File: config.mk
export PLATFORM = sky130hd
export DESIGN_NAME = bpom_post
export DESIGN_NICKNAME = d
export VERILOG_FILES = /design/src/sv/bpom_pkg.sv /design/src/sv/bpom_post.sv
export SDC_FILE = /design/constraint.sdc
export NUM_CORES = 1
export LEC_CHECK = 0
export ABC_AREA = 0
export BUFFER_PORTS_ARGS = -buffer_cell sky130_fd_sc_hd__buf_2
export CAP_MARGIN = 20
export CORE_MARGIN = 5
export CORE_UTILIZATION = 25
export DETAILED_ROUTE_END_ITERATION = 8
export GPL_ROUTABILITY_DRIVEN = 0
export GPL_TIMING_DRIVEN = 0
export SKIP_CTS_REPAIR_TIMING = 1
export SYNTH_ARGS = -nofsm -noshare
export SYNTH_HDL_FRONTEND = slang
export SYNTH_SLANG_ARGS = --single-unit
File: constraint.sdc
create_clock -name clk_i -period 2.8 [get_ports clk_i]
set_input_delay 0.28 -clock clk_i [delete_from_list [all_inputs] [get_ports clk_i]]
set_output_delay 0.28 -clock clk_i [all_outputs]
set_load 0.01 [all_outputs]
File: src/sv/bpom_pkg.sv
package bpom_pkg;

  localparam int unsigned CoordBits = 12;
  localparam int unsigned AreaBits  = 2 * CoordBits;
  localparam int unsigned UniBits   = AreaBits + 1;
  localparam int unsigned RemBits   = UniBits + 1;
  localparam int unsigned QBits     = 17;
  localparam int unsigned ThrBits   = 17;
  localparam int unsigned AddrBits  = 3;

  localparam logic [ThrBits-1:0]   ThrReset = 17'd52429;
  localparam logic [CoordBits-1:0] OffReset = 12'd5;

  localparam logic RegThreshold = 1'b0;
  localparam logic RegOffset    = 1'b1;

  typedef struct packed {
    logic [CoordBits-1:0] a_x;
    logic [CoordBits-1:0] a_y;
    logic [CoordBits-1:0] a_w;
    logic [CoordBits-1:0] a_h;
    logic [CoordBits-1:0] b_x;
    logic [CoordBits-1:0] b_y;
    logic [CoordBits-1:0] b_w;
    logic [CoordBits-1:0] b_h;
  } bpom_in_t;

  typedef struct packed {
    logic [23:0] intersection_area;
    logic [24:0] union_area;
    logic [16:0] iou_ratio;
    logic [16:0] overlap_of_smaller;
    logic        boxes_similar;
    logic        a_inside_b;
    logic        both_large_enough;
  } bpom_out_t;

  typedef struct packed {
    logic                 pos_ok;
    logic                 a_in_b;
    logic                 wide_tall;
  } bpom_flags_t;

  typedef struct packed {
    logic [CoordBits-1:0] ow;
    logic [CoordBits-1:0] oh;
    logic [CoordBits-1:0] aw;
    logic [CoordBits-1:0] ah;
    logic [CoordBits-1:0] bw;
    logic [CoordBits-1:0] bh;
    bpom_flags_t          flags;
  } bpom_geo_t;

  typedef struct packed {
    logic [AreaBits-1:0] inter;
    logic [AreaBits-1:0] area_a;
    logic [AreaBits-1:0] area_b;
    bpom_flags_t         flags;
  } bpom_area_t;

  typedef struct packed {
    logic [AreaBits-1:0] inter;
    logic [UniBits-1:0]  uni;
    logic                az;
    logic                bz;
    logic                uz;
    bpom_flags_t         flags;
  } bpom_side_t;

  typedef struct packed {
    bpom_side_t          side;
    logic [RemBits-1:0]  r_u;
    logic [RemBits-1:0]  r_a;
    logic [RemBits-1:0]  r_b;
    logic [UniBits-1:0]  d_u;
    logic [AreaBits-1:0] d_a;
    logic [AreaBits-1:0] d_b;
    logic [QBits-1:0]    q_u;
    logic [QBits-1:0]    q_a;
    logic [QBits-1:0]    q_b;
  } bpom_div_t;

  function automatic logic [RemBits:0] bpom_step(logic [RemBits-1:0] r,
                                                 logic [UniBits-1:0] d);
    logic              ge;
    logic [RemBits-1:0] s;
    ge = (r >= {1'b0, d});
    s  = ge ? (r - {1'b0, d}) : r;
    return {ge, s[RemBits-2:0], 1'b0};
  endfunction

endpackage

File: src/sv/bpom_post.sv
module bpom_post (
  input  logic                        clk_i,
  input  logic                        rst_ni,
  input  logic [bpom_pkg::ThrBits-1:0] threshold_i,
  input  logic                        valid_i,
  output logic                        take_o,
  input  bpom_pkg::bpom_div_t         word_i,
  output logic                        valid_o,
  input  logic                        stall_i,
  output bpom_pkg::bpom_out_t         word_o
);

  logic valid_q;
  bpom_pkg::bpom_out_t word_q, word_d;
  logic [bpom_pkg::QBits-1:0] fa, fb, fu;

  assign take_o = !valid_q || !stall_i;

  always_comb begin
    fu = word_i.side.uz ? '0 : word_i.q_u;
    fa = word_i.side.az ? '0 : word_i.q_a;
    fb = word_i.side.bz ? '0 : word_i.q_b;
    word_d.intersection_area  = word_i.side.inter;
    word_d.union_area         = word_i.side.uni;
    word_d.iou_ratio          = fu;
    word_d.overlap_of_smaller = (fa > fb) ? fa : fb;
    word_d.boxes_similar      = !word_i.side.az && !word_i.side.bz &&
                                (fa >= threshold_i) && (fb >= threshold_i) &&
                                word_i.side.flags.pos_ok;
    word_d.a_inside_b         = word_i.side.flags.a_in_b;
    word_d.both_large_enough  = word_i.side.flags.wide_tall;
  end

  always_ff @(posedge clk_i or negedge rst_ni) begin
    if (!rst_ni) begin
      valid_q <= 1'b0;
    end else if (take_o) begin
      valid_q <= valid_i;
    end
  end

  always_ff @(posedge clk_i) begin
    if (take_o && valid_i) begin
      word_q <= word_d;
    end
  end

  assign valid_o = valid_q;
  assign word_o  = word_q;

endmodule

After elaboration in Yosys (flattened, before gate mapping)
Index checks and enable logic that the tools add are counted.
{"block": "classes", "magnitude_cmp": 3, "mux": 3, "reduce_logical": 10}
{"op": "17-bit 2-to-1 mux", "n": 3}
{"op": "17-bit >= comparator", "n": 2}
{"op": "17-bit greater-than comparator", "n": 1}
{"op": "1-bit logical AND", "n": 5}
{"op": "1-bit zero test", "n": 4}
{"op": "1-bit logical OR", "n": 1}
{"block": "word_totals", "ff_bits": 87, "inputBits": 278, "out_inout_bits": 88, "wordCells": 24}

Logic depth before layout (Yosys ltp)
Gate-level depths: netlist of the first run.
{"block": "logic_depth", "word_depth": 5, "depth_mapped": 11, "depth_no_buf": 9}

Worst setup path after synthesis of the first run
OpenSTA, ideal clock, no wires.
{"block": "synth_path", "path_type": "register to register", "startpoint": "register valid_q, in the netlist valid_o", "endpoint": "register word_q, in the netlist word_o[0] (enable)", "setup_time_ns": 0.454, "arrival_time_ns": 2.590, "path_slack_ns": -0.245, "stages_incl_launch_ff": 3, "synth_period_minus_slack_ns": 3.045, "cell_sequence": "dfrtp_1 > nand2_1 > and2_1"}
{"block": "synth_between", "elab_chain_len": 3}
{"element": "start: declaration", "line": "bpom_post.sv:13", "rtl": "logic valid_q;"}
{"element": "start signal: assignment", "line": "bpom_post.sv:38", "rtl": "valid_q <= valid_i;"}
{"element": "1-bit zero test", "line": "bpom_post.sv:17", "rtl": "assign take_o = !valid_q || !stall_i;"}
{"element": "1-bit logical OR", "line": "bpom_post.sv:17"}
{"element": "net take_o", "line": "bpom_post.sv:6", "rtl": "output logic take_o,"}
{"element": "1-bit logical AND", "line": "bpom_post.sv:43", "rtl": "if (take_o && valid_i) begin"}
{"element": "end signal: assignment", "line": "bpom_post.sv:44", "rtl": "word_q <= word_d;"}
{"element": "end: declaration", "line": "bpom_post.sv:14", "rtl": "bpom_pkg::bpom_out_t word_q, word_d;"}
The timed path passes the listed nets, and every way through them passes these cells.
A chain may end at the register's enable or synchronous reset.

==> results of run 1 <==
==> final timing paths <==
check | slack (ns) | cells after the start | to
max | 0.14 | 10 | word_o[14]
min | 0.11 | 1 | word_o[65]
max reg2reg | 1.04 | 3 | word_o[85]
min reg2reg | 0.59 | 2 | valid_o
max in group asynchronous | 2.45 | 2 | valid_o
min in group asynchronous | 0.26 | 2 | valid_o
==> kinds of logic after synthesis <==
kind of cell / after synthesis / synth area share
and+or+nand+nor: 94 / 0.124
DFF: 87 / 0.589
adders and majority gates: 48 / 0.136
AOI/OAI and AO/OA: 43 / 0.0647
buffers and inverters: 39 / 0.0359
muxes: 17 / 0.0483
xor gates and xnor gates: 1 / 0.00198
==> report_power, final <==
part | switching, mW | total [mW] | internal (mW) | leakage, nW
Combinational | 0.327 | 0.589 | 0.262 | 1.91
Clock | 0.533 | 1.23 | 0.699 | 0.136
Sequential | 0.0193 | 1.55 | 1.53 | 0.840
==> layout by cell type, fill, tap and decap left out, drive strengths merged, types with 2 or more instances in the layout <==
cell and instances:
clkbuf 13, edfxtp 86, a211oi 4, clkinvlp 3, nand2 8, nand4 9, inv 36, a21o 5
a21oi 17, nor3 3, nor2 6, o21ai 7, mux2 14, nand2b 23, ha 48, a31oi 2
mux2i 3, nand3b 3, buf 219, nand3 7, nor2b 31, o21a 2
==> Yosys cell counts, types with 2 or more instances <==
| cell | n |
|---|---|
| edfxtp_1 | 86 |
| ha_1 | 48 |
| inv_1 | 33 |
| nor2b_1 | 31 |
| nand2b_1 | 23 |
| a21oi_1 | 16 |
| nand4_1 | 9 |
| nand2_1 | 8 |
| mux2_2 | 7 |
| mux2_4 | 7 |
| nand3_1 | 7 |
| o21ai_0 | 7 |
| nor2_1 | 6 |
| a21o_1 | 5 |
| a211oi_1 | 4 |
| clkbuf_1 | 3 |
| mux2i_1 | 3 |
| nand3b_1 | 3 |
| nor3_1 | 3 |
| o21a_1 | 2 |
==> metal layers <==
layer	GRT usage	routed length (um)	vias to the layer above	part of all wire
met5	0	0	-	0
met4	0.0425	214	0	0.013
met3	0.105	2740	21	0.17
met2	0.222	6480	180	0.41
met1	0.180	6470	1691	0.41
li1	-	-	1663	-
==> final cells by class <==
cell class                      count  area share
Clock buffer                       10      0.0373
Sequential cell                    87       0.425
Multi-Input combinational cell    203       0.273
Buffer                              5     0.00570
Clock inverter                      6      0.0114
Timing Repair Buffer              218       0.182
Tap cell                          225      0.0458
Inverter                           34      0.0208
==> critical path: cells and delay by family <==
family / cells / cell delay (ns)
AOI/OAI and AO/OA: 3 / 0.68
adders and majority gates: 1 / 0.27
buffers and inverters: 3 / 0.80
muxes: 1 / 0.30
and+or+nand+nor: 2 / 0.41
==> stage by stage <==
step | TNS [ns] | util | setup WS (ns)
2_1_floorplan | 0 | - | 0.0391
3_3_place_gp | -10.97 | 0.333 | -0.727
3_5_place_dp | -12.15 | 0.334 | -0.801
4_1_cts | -5.78 | 0.351 | -0.440
5_1_grt | 0 | 0.354 | 0.0165
6_report | 0 | 0.354 | 0.142
==> state kept, by name, indices dropped and copies added (netlist names) <==
name     cells
valid_o      1
word_o      86
==> insert_results.sql, run 1 <==
INSERT INTO impl_metrics (metric_group, metric, value, unit) VALUES
('status', 'run_status', 'finished clean', ''),
('worst_setup_path', 'cp_slowest_cell', 'clkbuf_1', ''),
('logic_synthesis', 'seq_area_frac_synth', '0.589', ''),
('layout', 'layout-drive-gt1-share', '0.458', ''),
('logic_synthesis', 'postSynthRegisterBits', '87', ''),
('floorplan', 'die_footprint', '20500', 'um2'),
('power', 'power-per-cell-area', '549', 'nW/um2'),
('logic_synthesis', 'syn_avg_cell_area', '13.5', 'um2'),
('layout', 'layoutNonFillerInstCount', '788', ''),
('layout', 'area.growth.synth_to_final', '38.7', '%'),
('floorplan', 'die_height', '143', 'um'),
('clock_tree', 'total_number_of_clock_tree_sinks', '87', ''),
('global_route', 'grt_max_degree', '46', ''),
('placed_design', 'io_buffer_count', '214', ''),
('sta', 'max_freq', '376', 'MHz'),
('worst_setup_path', 'critPathKind', 'input pin to register', ''),
('layout', 'multi_input_area', '1670', 'um2'),
('clock_tree', 'worstSkewPairLatency', '0.34', 'ns'),
('hold_path', 'min-delay-path-class', 'input pin to register', ''),
('worst_setup_path', 'critical_path.max_fanout', '10', ''),
('hold_path', 'worst_hold_startpoint', 'word_i[236]', ''),
('detailed_routing', 'number_of_remaining_drc_errors', '0', ''),
('layout', 'nets', '884', ''),
('global_route', 'first_pass_grt_wire_length', '23000', 'um'),
('logic_synthesis', 'synthesis.instances', '329', ''),
('clock_tree', 'cts-root-to-sink-buffers', '2', ''),
('clock_tree', 'cts-root-buf', 'clkbuf_16', ''),
('worst_setup_path', 'worst_setup_path_startpoint', 'word_i[206]', ''),
('logic_synthesis', 'synth.lib_cells_used.distinct', '38', ''),
('floorplan', 'fp.coreArea', '17400', 'um2'),
('worst_setup_path', 'crit_path_end_kind', 'register', ''),
('sta', 'fin_worst_skew', '0.00750', 'ns'),
('logic_synthesis', 'synth-main-ff-cell', 'edfxtp_1', ''),
('placed_design', 'dp.final_hpwl', '13100', 'um'),
('detailed_routing', 'antenna_nets_post_route', '0', ''),
('placed_design', 'dpl-instance-area', '5800', 'um2'),
('detailed_routing', 'route.detailed.vias_per_inst', '4.51', ''),
('detailed_routing', 'drt_pre_antenna_iters', '4', ''),
('worst_setup_path', 'worst_setup_path_start_kind', 'input pin', ''),
('worst_setup_path', 'crit_chain', 'buf_2 -> clkbuf_1 -> nand2b_1 -> ha_1 -> and4_4 -> a221o_1 -> a21oi_2 -> a31oi_4 -> buf_8 -> mux2_4', ''),
('detailed_routing', 'wl_per_cell', '20.2', 'um'),
('floorplan', 'floorplan.rows', '48', ''),
('clock_tree', 'clock_tree_from_tritoncts', 'yes', ''),
('logic_synthesis', 'ys.warnings.count', '0', ''),
('floorplan', 'pin_count', '366', ''),
('worst_setup_path', 'worstReg2RegStart', 'valid_o', ''),
('global_route', 'antenna_found_initial', '0', ''),
('power', 'peakVddDrop', '0.000241', 'V'),
('logic_synthesis', 'synth_top_cell_area_share', '0.583', ''),
('layout', 'finish.instance_area', '6140', 'um2'),
('sta', 'worstMarginPinSlew', '0.620', 'ns'),
('sta', 'post-route-min-period', '2.66', 'ns'),
('clock_tree', 'htree_num_levels', '3', ''),
('sta', 'timing.final.max_slew_violations', '0', ''),
('detailed_routing', 'dr_total_vias', '3555', ''),
('sta', 'rsz_0062_raised_after_global_routing', 'false', ''),
('flow_run', 'timing.max_cap.violations', '0', ''),
('layout', 'register_area', '2610', 'um2'),
('floorplan', 'initial_utilization', '0.255', ''),
('sta', 'report.final.setup_viol', '0', ''),
('detailed_routing', 'dr.first_iter.drc_count', '151', ''),
('logic_synthesis', 'synth_area_leaders', 'edfxtp_1 (58%), ha_1 (14%), nor2b_1 (4.4%)', ''),
('layout', 'num_antenna_cells', '0', ''),
('power', 'static-leakage-power', '2.89', 'nW'),
('worst_setup_path', 'crit_path_max_incr_delay', '0.42', 'ns'),
('sta', 'worst_slew_margin_rel', '0.587', ''),
('sta', 'report.final.hold_viol_count', '0', ''),
('worst_setup_path', 'worst_ep_required_time', '2.89', 'ns'),
('global_route', 'global_route.usage.total', '0.152', ''),
('sta', 'final.hold.worst_slack', '0.107', 'ns'),
('worst_setup_path', 'crit_arrival', '2.75', 'ns');
Power figures use the tool's default switching activity.
==> inputs of run 2 (changes only) <==
- clock period: 2.8 -> 3.3 ns (I/O delays scaled with it)
==> insert_results.sql, run 2 (synthesis results as in run 1) <==
INSERT INTO impl_metrics (metric_group, metric, value, unit) VALUES
('worst_setup_path', 'crit_chain', 'buf_2 -> clkbuf_2 -> nor2b_1 -> ha_1 -> nand4_1 -> nor2_1 -> nand3_1 -> o21bai_1 -> a31oi_4 -> buf_8 -> mux2_4', ''),
('power', 'peakVddDrop', '0.000287', 'V'),
('global_route', 'via_count_of_the_first_global_routing_pass', '3789', ''),
('worst_setup_path', 'crit_path_end_kind', 'register', ''),
('placed_design', 'dpl-instance-area', '5810', 'um2'),
('power', 'static-leakage-power', '2.90', 'nW'),
('sta', 'max_freq', '340', 'MHz'),
('clock_tree', 'cts-root-buf', 'clkbuf_16', ''),
('floorplan', 'initial_utilization', '0.255', ''),
('floorplan', 'die_footprint', '20500', 'um2'),
('floorplan', 'fp.coreArea', '17400', 'um2'),
('sta', 'timing.final.max_slew_violations', '0', ''),
('detailed_routing', 'routed_wirelength', '16000', 'um'),
('hold_path', 'worst_hold_startpoint', 'word_i[224]', ''),
('detailed_routing', 'wl_per_cell', '20.4', 'um'),
('clock_tree', 'clk_pin_slew_worst_paths', '0.07', 'ns'),
('sta', 'report.final.setup_viol', '0', ''),
('detailed_routing', 'number_of_remaining_drc_errors', '0', ''),
('hold_path', 'min-delay-path-class', 'input pin to register', ''),
('clock_tree', 'cts-root-to-sink-buffers', '2', ''),
('layout', 'mostFrequentLayoutCell', 'buf_2', ''),
('floorplan', 'floorplan.rows', '48', ''),
('status', 'run_status', 'finished clean', ''),
('placed_design', 'io_buffer_count', '214', ''),
('global_route', 'global_route.usage.total', '0.153', ''),
('layout', 'finish.instance_area', '6150', 'um2'),
('sta', 'rsz_0062_raised_after_global_routing', 'false', ''),
('sta', 'worstMarginPinSlew', '0.678', 'ns'),
('flow_run', 'timing.max_cap.violations', '0', ''),
('sta', 'worst_slew_margin_rel', '0.536', ''),
('floorplan', 'die_height', '143', 'um'),
('detailed_routing', 'detailroute.wirelength.met3', '2880', 'um'),
('detailed_routing', 'wl_met2', '6390', 'um'),
('sta', 'post-route-period-util', '0.891', ''),
('clock_tree', 'cts_made_buffers', '9', ''),
('clock_tree', 'total_number_of_clock_tree_sinks', '87', ''),
('global_route', 'grt_max_degree', '55', ''),
('sta', 'post-route-min-period', '2.94', 'ns'),
('worst_setup_path', 'worstPathBufferInverterCount', '3', ''),
('clock_tree', 'clock_tree_from_tritoncts', 'yes', ''),
('layout', 'area.growth.synth_to_final', '38.9', '%'),
('floorplan', 'pin_count', '366', ''),
('detailed_routing', 'antenna_nets_post_route', '0', ''),
('hold_path', 'hold-path-endpoint', 'word_o[53]', ''),
('worst_setup_path', 'reg2reg_depth', '3', ''),
('layout', 'layoutNonFillerInstCount', '787', ''),
('detailed_routing', 'dr_total_vias', '3523', ''),
('worst_setup_path', 'r2r_end', 'word_o[4]', ''),
('worst_setup_path', 'critPathKind', 'input pin to register', ''),
('worst_setup_path', 'critical_path.max_fanout', '19', ''),
('worst_setup_path', 'worst_ep_required_time', '3.39', 'ns'),
('sta', 'report.final.hold_viol_count', '0', ''),
('worst_setup_path', 'worst_setup_path_start_kind', 'input pin', ''),
('worst_setup_path', 'reg2reg_slack', '1.66', 'ns'),
('detailed_routing', 'detail_route.wirelength.met1', '6530', 'um'),
('layout', 'final.fill_count', '1725', ''),
('floorplan', 'floorplan.die.width', '143', 'um'),
('sta', 'fin_worst_skew', '0.00868', 'ns'),
('worst_setup_path', 'crit_path_max_incr_delay', '0.41', 'ns'),
('clock_tree', 'worstSkewPairLatency', '0.34', 'ns'),
('power', 'power-per-cell-area', '479', 'nW/um2'),
('placed_design', 'dp.final_hpwl', '13200', 'um'),
('placed_design', 'place.detailed.instances', '769', ''),
('worst_setup_path', 'cp_top_family', 'simple AND/OR/NAND/NOR gates', ''),
('global_route', 'grt.overflow.total', '0', ''),
('clock_tree', 'htree_num_levels', '3', ''),
('detailed_routing', 'dr.first_iter.drc_count', '126', ''),
('worst_setup_path', 'crit_arrival', '3.03', 'ns'),
('layout', 'layout.cells.most_common_list', 'buf_2 (214), edfxtp_1 (86), ha_1 (48)', ''),
('global_route', 'antenna_found_initial', '5', ''),
('worst_setup_path', 'worstReg2RegStart', 'valid_o', ''),
('global_route', 'first_pass_grt_wire_length', '22800', 'um'),
('detailed_routing', 'route.detailed.vias_per_inst', '4.48', ''),
('detailed_routing', 'drt_pre_antenna_iters', '4', ''),
('hold_path', 'min_delay_path_depth', '1', ''),
('layout', 'layout-drive-gt1-share', '0.448', ''),
('layout', 'largest_register_ffs', '86', ''),
('worst_setup_path', 'cp_slowest_cell', 'a31oi_4', ''),
('detailed_routing', 'route.top_layer_used', 'met5', ''),
('layout', 'nets', '881', '');
run 2: cell type report:
type                            instances  area, um2  area share
Sequential cell                        87       2610       0.424
Multi-Input combinational cell        203       1660       0.270
Timing Repair Buffer                  216       1110       0.180
Tap cell                              225        282      0.0458
Clock buffer                            9        225      0.0366
Inverter                               34        128      0.0208
Clock inverter                          7        104      0.0169
Buffer                                  4       27.5     0.00448
Antenna cell                            2       5.00    0.000814
run 2: worst register-to-register path: stages (launching register included):
cell	delay [ns]
dfrtp_1	0.37
nand2_1	0.12
and2_4	0.47
buf_16	0.33
run 2: per-stage QoR:
step	setup TNS [ns]	setup WS (ns)	hold slack, ns	power [mW]	util
after floorplan	0	0.255	0.0344	1.60	-
after global placement	-52.47	-0.572	0.118	1.82	0.333
after detailed placement	-5.61	-0.438	0.118	1.83	0.335
after CTS	-0.387	-0.0649	-0.253	3.00	0.354
after global routing	0	0.153	0.138	3.10	0.354
final	0	0.361	0.163	2.94	0.354
run 2: metal layers:
| metal | track usage | vias up |
|---|---|---|
| met1 | 0.191 | 1686 |
| met3 | 0.114 | 13 |
| met5 | 0 | - |
| met2 | 0.211 | 156 |
| li1 | - | 1662 |
| met4 | 0.0365 | 6 |
run 2: how the worst max path moves through the flow:
stage | to | from | slack (ns) | cells after the start
6_report | word_o[15] | word_i[207] | 0.36 | 11
5_1_grt | word_o[15] | word_i[207] | 0.15 | 11
4_1_cts | word_o[15] | word_i[207] | -0.06 | 12
3_5_place_dp | word_o[15] | word_i[207] | -0.44 | 12
3_3_place_gp | word_o[3] | stall_i | -0.57 | 3
2_1_floorplan | word_o[0] | valid_o | 0.26 | 2
run 2: where the power goes:
part	total [mW]	switching, mW	internal, mW
clock	1.14	0.461	0.676
sequential	1.31	0.0169	1.30
combinational	0.492	0.275	0.217
total	2.94	0.753	2.19
==> inputs of run 3 (changes only) <==
==> constraint.sdc (replaced) <==
create_clock -name clk_i -period 3.3 [get_ports clk_i]
set_input_delay 0.33 -clock clk_i [delete_from_list [all_inputs] [get_ports clk_i]]
set_output_delay 0.33 -clock clk_i [all_outputs]
set_load 0.1 [all_outputs]
==> insert_results.sql, run 3 (synthesis results as in run 1) <==
INSERT INTO impl_metrics (metric_group, metric, value, unit) VALUES
('global_route', 'grt.overflow.total', '0', ''),
('layout', 'finish.utilization', '0.352', ''),
('sta', 'post-route-period-util', '0.882', ''),
('sta', 'postLayoutSetupSlackWorst', '0.388', 'ns'),
('worst_setup_path', 'crit_chain', 'buf_2 -> clkbuf_2 -> nor2b_1 -> ha_1 -> nand4_1 -> nor2_1 -> nand3_1 -> o21bai_1 -> a31oi_4 -> buf_8 -> mux2_4', ''),
('layout', 'layout.cells.most_common_list', 'buf_2 (214), edfxtp_1 (86), ha_1 (48)', ''),
('detailed_routing', 'dr_total_vias', '3519', ''),
('detailed_routing', 'route.detailed.vias_per_inst', '4.48', ''),
('placed_design', 'io_buffer_count', '214', ''),
('clock_tree', 'cts-root-to-sink-buffers', '2', ''),
('worst_setup_path', 'worst_ep_required_time', '3.39', 'ns'),
('clock_tree', 'cts_made_buffers', '9', ''),
('worst_setup_path', 'crit_arrival', '3.00', 'ns'),
('power', 'static-leakage-power', '2.87', 'nW'),
('hold_path', 'worst_hold_startpoint', 'word_i[236]', ''),
('clock_tree', 'htree_num_levels', '3', ''),
('floorplan', 'floorplan.rows', '48', ''),
('floorplan', 'floorplan.die.width', '143', 'um'),
('detailed_routing', 'wl_per_cell', '20.2', 'um'),
('layout', 'num_antenna_cells', '0', ''),
('layout', 'nets', '881', ''),
('sta', 'report.final.hold_viol_count', '0', ''),
('sta', 'timing.final.max_slew_violations', '0', ''),
('sta', 'final.hold.worst_slack', '0.160', 'ns'),
('clock_tree', 'cts-root-buf', 'clkbuf_16', ''),
('layout', 'largest_register_ffs', '86', ''),
('power', 'power-per-cell-area', '538', 'nW/um2'),
('worst_setup_path', 'worstReg2RegStart', 'valid_o', ''),
('clock_tree', 'total_number_of_clock_tree_sinks', '87', ''),
('global_route', 'first_pass_grt_wire_length', '23000', 'um'),
('status', 'run_status', 'finished clean', ''),
('floorplan', 'pin_count', '366', ''),
('worst_setup_path', 'cp_slowest_cell', 'a31oi_4', ''),
('power', 'peakVddDrop', '0.000216', 'V'),
('worst_setup_path', 'crit_path_max_incr_delay', '0.41', 'ns'),
('floorplan', 'fp.coreArea', '17400', 'um2'),
('floorplan', 'initial_utilization', '0.255', ''),
('power', 'power', '3.28', 'mW'),
('sta', 'worst_slew_margin_rel', '0.579', ''),
('layout', 'layoutNonFillerInstCount', '785', ''),
('worst_setup_path', 'critPathKind', 'input pin to register', ''),
('global_route', 'antenna_found_initial', '0', ''),
('worst_setup_path', 'critical_path.max_fanout', '19', ''),
('layout', 'finish.instance_area', '6110', 'um2'),
('detailed_routing', 'dr.first_iter.drc_count', '148', ''),
('sta', 'report.final.setup_viol', '0', ''),
('worst_setup_path', 'worst_setup_path_start_kind', 'input pin', ''),
('clock_tree', 'worstSkewPairLatency', '0.34', 'ns'),
('layout', 'area.growth.synth_to_final', '38.0', '%'),
('placed_design', 'dp.final_hpwl', '13100', 'um'),
('flow_run', 'timing.max_cap.violations', '0', ''),
('worst_setup_path', 'crit_path_end_kind', 'register', ''),
('layout', 'final.fill_count', '1739', ''),
('placed_design', 'dpl-instance-area', '5800', 'um2'),
('detailed_routing', 'drt_pre_antenna_iters', '4', ''),
('worst_setup_path', 'worst_setup_path_startpoint', 'word_i[207]', ''),
('global_route', 'via_count_of_the_first_global_routing_pass', '3957', ''),
('global_route', 'global_route.usage.total', '0.152', ''),
('sta', 'fin_worst_skew', '0.00791', 'ns'),
('floorplan', 'die_height', '143', 'um'),
('hold_path', 'min-delay-path-class', 'input pin to register', ''),
('detailed_routing', 'number_of_remaining_drc_errors', '0', ''),
('floorplan', 'die_footprint', '20500', 'um2'),
('sta', 'worstMarginPinSlew', '0.616', 'ns'),
('detailed_routing', 'routed_wirelength', '15800', 'um'),
('placed_design', 'dpl_worst_slack', '-0.351', 'ns'),
('detailed_routing', 'antenna_nets_post_route', '0', ''),
('clock_tree', 'clock_tree_from_tritoncts', 'yes', ''),
('sta', 'max_freq', '343', 'MHz'),
('layout', 'mostFrequentLayoutCell', 'buf_2', ''),
('sta', 'post-route-min-period', '2.91', 'ns'),
('clock_tree', 'clk_pin_slew_worst_paths', '0.07', 'ns'),
('sta', 'rsz_0062_raised_after_global_routing', 'false', ''),
('placed_design', 'place.detailed.instances', '769', ''),
('sta', 'setup_total_negative_slack', '0', 'ns'),
('layout', 'layout-drive-gt1-share', '0.448', ''),
('global_route', 'grt_max_degree', '46', '');
run 3: changes by cell type in the layout (fill, tap and decap cells not counted), sizes merged:
cell,delta
inv,-1
clkinv,-2
bufinv,-1
clkinvlp,+3
clkbuf,+1
diode,-2
run 3: power breakdown:
group / leakage (nW) / switching [mW] / internal [mW] / total [mW]
Combinational: 1.89 / 0.707 / 0.215 / 0.923
Clock: 0.136 / 0.454 / 0.593 / 1.05
Sequential: 0.840 / 0.0165 / 1.30 / 1.31
run 3: final cells by class:
type                    count  area (um2)  area share
plain buffers               4        27.5     0.00451
clock buffers              10         229      0.0375
clock inverters             6        70.1      0.0115
inverters                  34         128      0.0209
multi-input cells         203        1660       0.272
flip-flops and latches     87        2610       0.427
well taps                 225         282      0.0461
repair buffers            216        1100       0.180
run 3: worst max-delay path, delay by kind of cell:
kind                       cells  cell delay [ns]
and+or+nand+nor                4             0.72
buffers and inverters          3             0.68
adders and majority gates      1             0.34
muxes                          1             0.31
AOI/OAI and AO/OA              2             0.62
run 3: path summary, 6_finish.rpt:
| path | to | slack [ns] | cells past startpoint |
|---|---|---|---|
| max in group asynchronous | valid_o | 2.90 | 2 |
| worst max-delay path | word_o[14] | 0.39 | 11 |
| worst max register to register | word_o[85] | 1.54 | 3 |
| worst min register to register | valid_o | 0.59 | 2 |
| worst min-delay path | word_o[65] | 0.16 | 1 |
| min in group asynchronous | valid_o | 0.31 | 2 |
run 3: per-layer routing:
metal | vias to the layer above | part of all wire | track usage
li1 | 1659 | - | -
met1 | 1676 | 0.40 | 0.180
met2 | 172 | 0.41 | 0.222
met3 | 12 | 0.18 | 0.105
met4 | 0 | 0.010 | 0.0425
met5 | - | 0 | 0
